==> config.mk <==
export PLATFORM = sky130hd
export DESIGN_NAME = wws_matcher
export DESIGN_NICKNAME = d
export VERILOG_FILES = /design/src/hw/rtl/wws_pkg.sv /design/src/hw/rtl/wws_matcher.sv
export SDC_FILE = /design/constraint.sdc
export NUM_CORES = 1
export LEC_CHECK = 0
export BUFFER_PORTS_ARGS = -buffer_cell sky130_fd_sc_hd__buf_2
export CELL_PAD_IN_SITES_DETAIL_PLACEMENT = 1
export CELL_PAD_IN_SITES_GLOBAL_PLACEMENT = 2
export CORE_MARGIN = 3
export CORE_UTILIZATION = 11
export DETAILED_ROUTE_END_ITERATION = 16
export PLACE_DENSITY = 0.92
export SYNTH_ARGS = -nofsm -noshare
export SYNTH_HDL_FRONTEND = slang
export SYNTH_SLANG_ARGS = --single-unit
==> constraint.sdc <==
create_clock -name vclk -period 2.5
set_input_delay 0.125 -clock vclk [all_inputs]
set_output_delay 0.125 -clock vclk [all_outputs]
set_load 0.02 [all_outputs]
==> src/hw/rtl/wws_pkg.sv <==
package wws_pkg;

  // fixed field widths
  localparam int WORD_W   = 56;
  localparam int WORD_BYTES = 7;
  localparam int IDX_W    = 12;
  localparam int CNT_W    = 7;
  localparam int WC_W     = 13;
  localparam int CFG_W    = 13;

  // defaults for the top-level parameters
  localparam int DEFAULT_DICT_DEPTH = 4096;
  localparam int DEFAULT_WORD_CHARS = 7;

  // most results reported for one query
  localparam int RESULT_CAP = 64;

  localparam logic [7:0] ANY_CHAR   = 8'h3F;
  localparam logic [7:0] QUOTE_CHAR = 8'h27;

  localparam logic OP_LOAD  = 1'b0;
  localparam logic OP_QUERY = 1'b1;

  typedef enum logic {
    CFG_WORD_COUNT  = 1'b0,
    CFG_MATCH_LIMIT = 1'b1
  } cfg_idx_e;

  // compare mask, expected bytes and wildcard positions of one pattern
  typedef struct packed {
    logic [WORD_W-1:0] cmpmask;
    logic [WORD_W-1:0] patreg;
    logic [WORD_W-1:0] wildpos;
  } pat_t;

endpackage

==> src/hw/rtl/wws_matcher.sv <==
module wws_matcher
  import wws_pkg::*;
(
  input  pat_t              pat_i,
  input  logic [WORD_W-1:0] word_i,
  output logic              hit_o
);

  logic [WORD_BYTES-1:0] byte_ok;

  // per byte: no apostrophe, and a real character under every wildcard
  always_comb begin
    for (int k = 0; k < WORD_BYTES; k++) begin
      byte_ok[k] = (word_i[8*k +: 8] != QUOTE_CHAR) &&
                   !((pat_i.wildpos[8*k +: 8] != 8'h00) && (word_i[8*k +: 8] == 8'h00));
    end
  end

  assign hit_o = ((word_i & pat_i.cmpmask) == pat_i.patreg) && (&byte_ok);

endmodule

* Word-level counts from Yosys, hierarchy flattened *
Index checks and enable logic that the tools add are counted.

word-level totals
  register bits = 0
  word-level logic and storage cells = 46

operators by class
  reductions and logical operators = 37
  equality and inequality tests = 8
  bitwise operators = 1

operators by type and width
  operator                                                                  number
  56-bit AND                                                                1
  56-bit == test                                                            1
  8-bit zero test                                                           7
  8-bit by 6-bit inequality test with 1-bit output (second input constant)  7
  8-bit nonzero test                                                        7
  1-bit logical AND                                                         15
  1-bit zero test                                                           7
  7-bit AND reduction                                                       1

* Longest topological paths before layout *
  word-level depth = 6
  depth in mapped cells = 5

* Least setup slack after synthesis *
No wires, ideal clock.

  path type = input port to output port
  start = input pat_i[5] in the netlist's numbering
  end = output hit_o
  slack = 681 ps
  arrival time = 1694 ps
  cell stages on the path = 5
  required time = 2375 ps
  cell sequence = or4_1 -> o211a_1 -> nor4_2 -> nand4_1 -> nor4_2

between the ends
  cells in the longest elaborated chain, start to end = 6

ends and longest elaborated chain
  element              RTL line           text
  from (decl)          wws_matcher.sv:4   input pat_t pat_i,
  8-bit nonzero test   wws_matcher.sv:15  !((pat_i.wildpos[8*k +: 8] != 8'h00) && (word_i[8*k +: 8] == 8'h00));
  1-bit logical AND    wws_matcher.sv:15
  1-bit zero test      wws_matcher.sv:15
  1-bit logical AND    wws_matcher.sv:14  byte_ok[k] = (word_i[8*k +: 8] != QUOTE_CHAR) &&
  7-bit AND reduction  wws_matcher.sv:19  assign hit_o = ((word_i & pat_i.cmpmask) == pat_i.patreg) && (&byte_ok);
  1-bit logical AND    wws_matcher.sv:19
  to (decl)            wws_matcher.sv:6   output logic hit_o

No other way between the ends.

* Final worst setup path *
Ends and elaborated chain as after synthesis.

==> metrics <==
register area share after synthesis=0%; vias in the first global route=2837; Critical Path End Type=primary output; Int Power=0.000200 W; total gr overflow=0; Pwr Density=139 nW/µm²; Switching Share=44.2%; Design Area, Final=2580 µm²; # IOs=225; post-route setup TNS=0 ps; Worst Setup Path Type=input pin to primary output; sequential share of power=0%; Area Overhead vs Synth=102%; layout cells sized above 1=54.8%; RSZ-0062 raised after global routing=no; Tcrit/Tclk final=89.7%; pin count of the biggest net entering global routing=6; initial core utilization=11.5%; post-CTS setup buffer count=0; Post-Place Cell Area=2580 µm²; utilization of the core after routing=23.2%; die area=13000 µm²; most common cell after layout, fill and taps aside=buf_2; fin cells=558; Synth Cell Area=1280 µm²; Resize count post-CTS=0; Die X=114 µm; VDD IR max=35.8 µV; Net Count, Synth=417; clock share of power=0%; DR DRC count=0; Lkg Pwr=1.34 nW; core area=11100 µm²; Antenna Nets Post-Route=0; initial DRC count=31; count of final hold-check violations=0; Arr. time, crit path=2120 ps; Psw=0.000159 W; row count=38; Finish-stage setup viols=0; hold buffers post-CTS=0; Worst Tran Pin Value=540 ps; Critical Path RT=2380 ps; synth warn=0; most frequent cells in the layout=225 x buf_2, 28 x nand2_1, 28 x xnor2_1; Total Wirelength=9660 µm; Crit Path Max Fanout=1; 1st-pass router iterations=4; Setup crit end=hit_o; min-delay worst type=input pin to primary output; Comb pwr share=100.0%; crit path launch type=input pin; post-synth cell types=23; PortBufs=225; status=finished, final reports clean; Overall Global Routing Usage=13.7%; Final HPWL DP=9350 µm; cell count after placement=558; via count=2557; Cells after Synth=193; Power Total=0.000359 W; CLK BUF=0; routability cong.=0.821; register area=0 µm²; wire per inst=17.3 µm; Max Freq=446 MHz; Max Cap Viol=0; n_diodes=0; final sequential cell count=0; initial antenna violation count=0; min Tclk post-route=2240 ps; Avg Synthesized Cell Area=6.64 µm²; fin. max-slew vios=0; first-pass GRT wire length=14100 µm; mean number of vias per cell=4.58; slew margin rel.=63.6%; Critical Path Source=pat_i[5]; die height=114 µm; fin nets=644
==> critical path: stages <==
cell and delay [ps]:
buf_2 100, or4_1 510, o211a_1 270, nor4_2 270, nand4_1 150, nor4_2 440
buf_2 250
==> layer usage <==
layer,wire length (µm),track usage [%],part of all wire (%)
met5,0,0,0
met2,5060,27.6,52
met4,100,1.27,1.0
met3,687,1.70,7.1
met1,3820,15.8,39
==> per-stage QoR <==
| step | hold slack, ps | worst slack, ps |
|---|---|---|
| detailed placement | 820 | 180 |
| global placement | 828 | 164 |
| CTS | 820 | 177 |
| finish | 809 | 258 |
| global route | 836 | 110 |
| floorplan | 514 | 681 |
==> cell usage after synthesis (all sizes together) <==
library cell	number	share of area (%)
a41o	1	0.78
nor3	2	0.78
and4b	3	2.3
o22a	3	2.1
nor4	25	14
nand4	8	3.9
o22ai	5	2.4
nand2	28	8.2
xnor2	28	19
nor2	5	1.5
nand3	7	2.7
o2111ai	1	0.68
a211oi	11	6.4
and3b	7	4.8
a21oi	16	6.3
a41oi	1	0.68
a21o	5	2.9
or4	14	8.5
a21boi	7	4.1
o211a	1	0.78
and3	15	7.3
==> layout make-up <==
class	count	area (µm²)
fill	1486	8540
multi-input combinational	193	1280
timing repair buffer	225	1130
tap	140	175
==> power by group through the flow <==
stage	clock (W)	sequential (W)	combinational [W]
2_1_floorplan	0	0	0.000115
3_3_place_gp	0	0	0.000357
3_5_place_dp	0	0	0.000366
4_1_cts	0	0	0.000367
5_1_grt	0	0	0.000401
6_report	0	0	0.000359
==> worst min-delay path by stage <==
stage	slack [ps]	cells past startpoint	endpoint	start
2_1_floorplan	510	4	hit_o	pat_i[94]
3_3_place_gp	830	6	hit_o	pat_i[84]
3_5_place_dp	820	6	hit_o	pat_i[84]
4_1_cts	820	6	hit_o	pat_i[87]
5_1_grt	840	6	hit_o	pat_i[90]
6_report	810	6	hit_o	pat_i[84]
==> kinds of logic after synthesis <==
group | count (synthesis) | share of synthesized area (%)
AOI/OAI and AO/OA | 51 | 27.1
and+or+nand+nor | 114 | 53.7
xor gates and xnor gates | 28 | 19.1
Note: power is estimated with default switching activity, not from simulation.
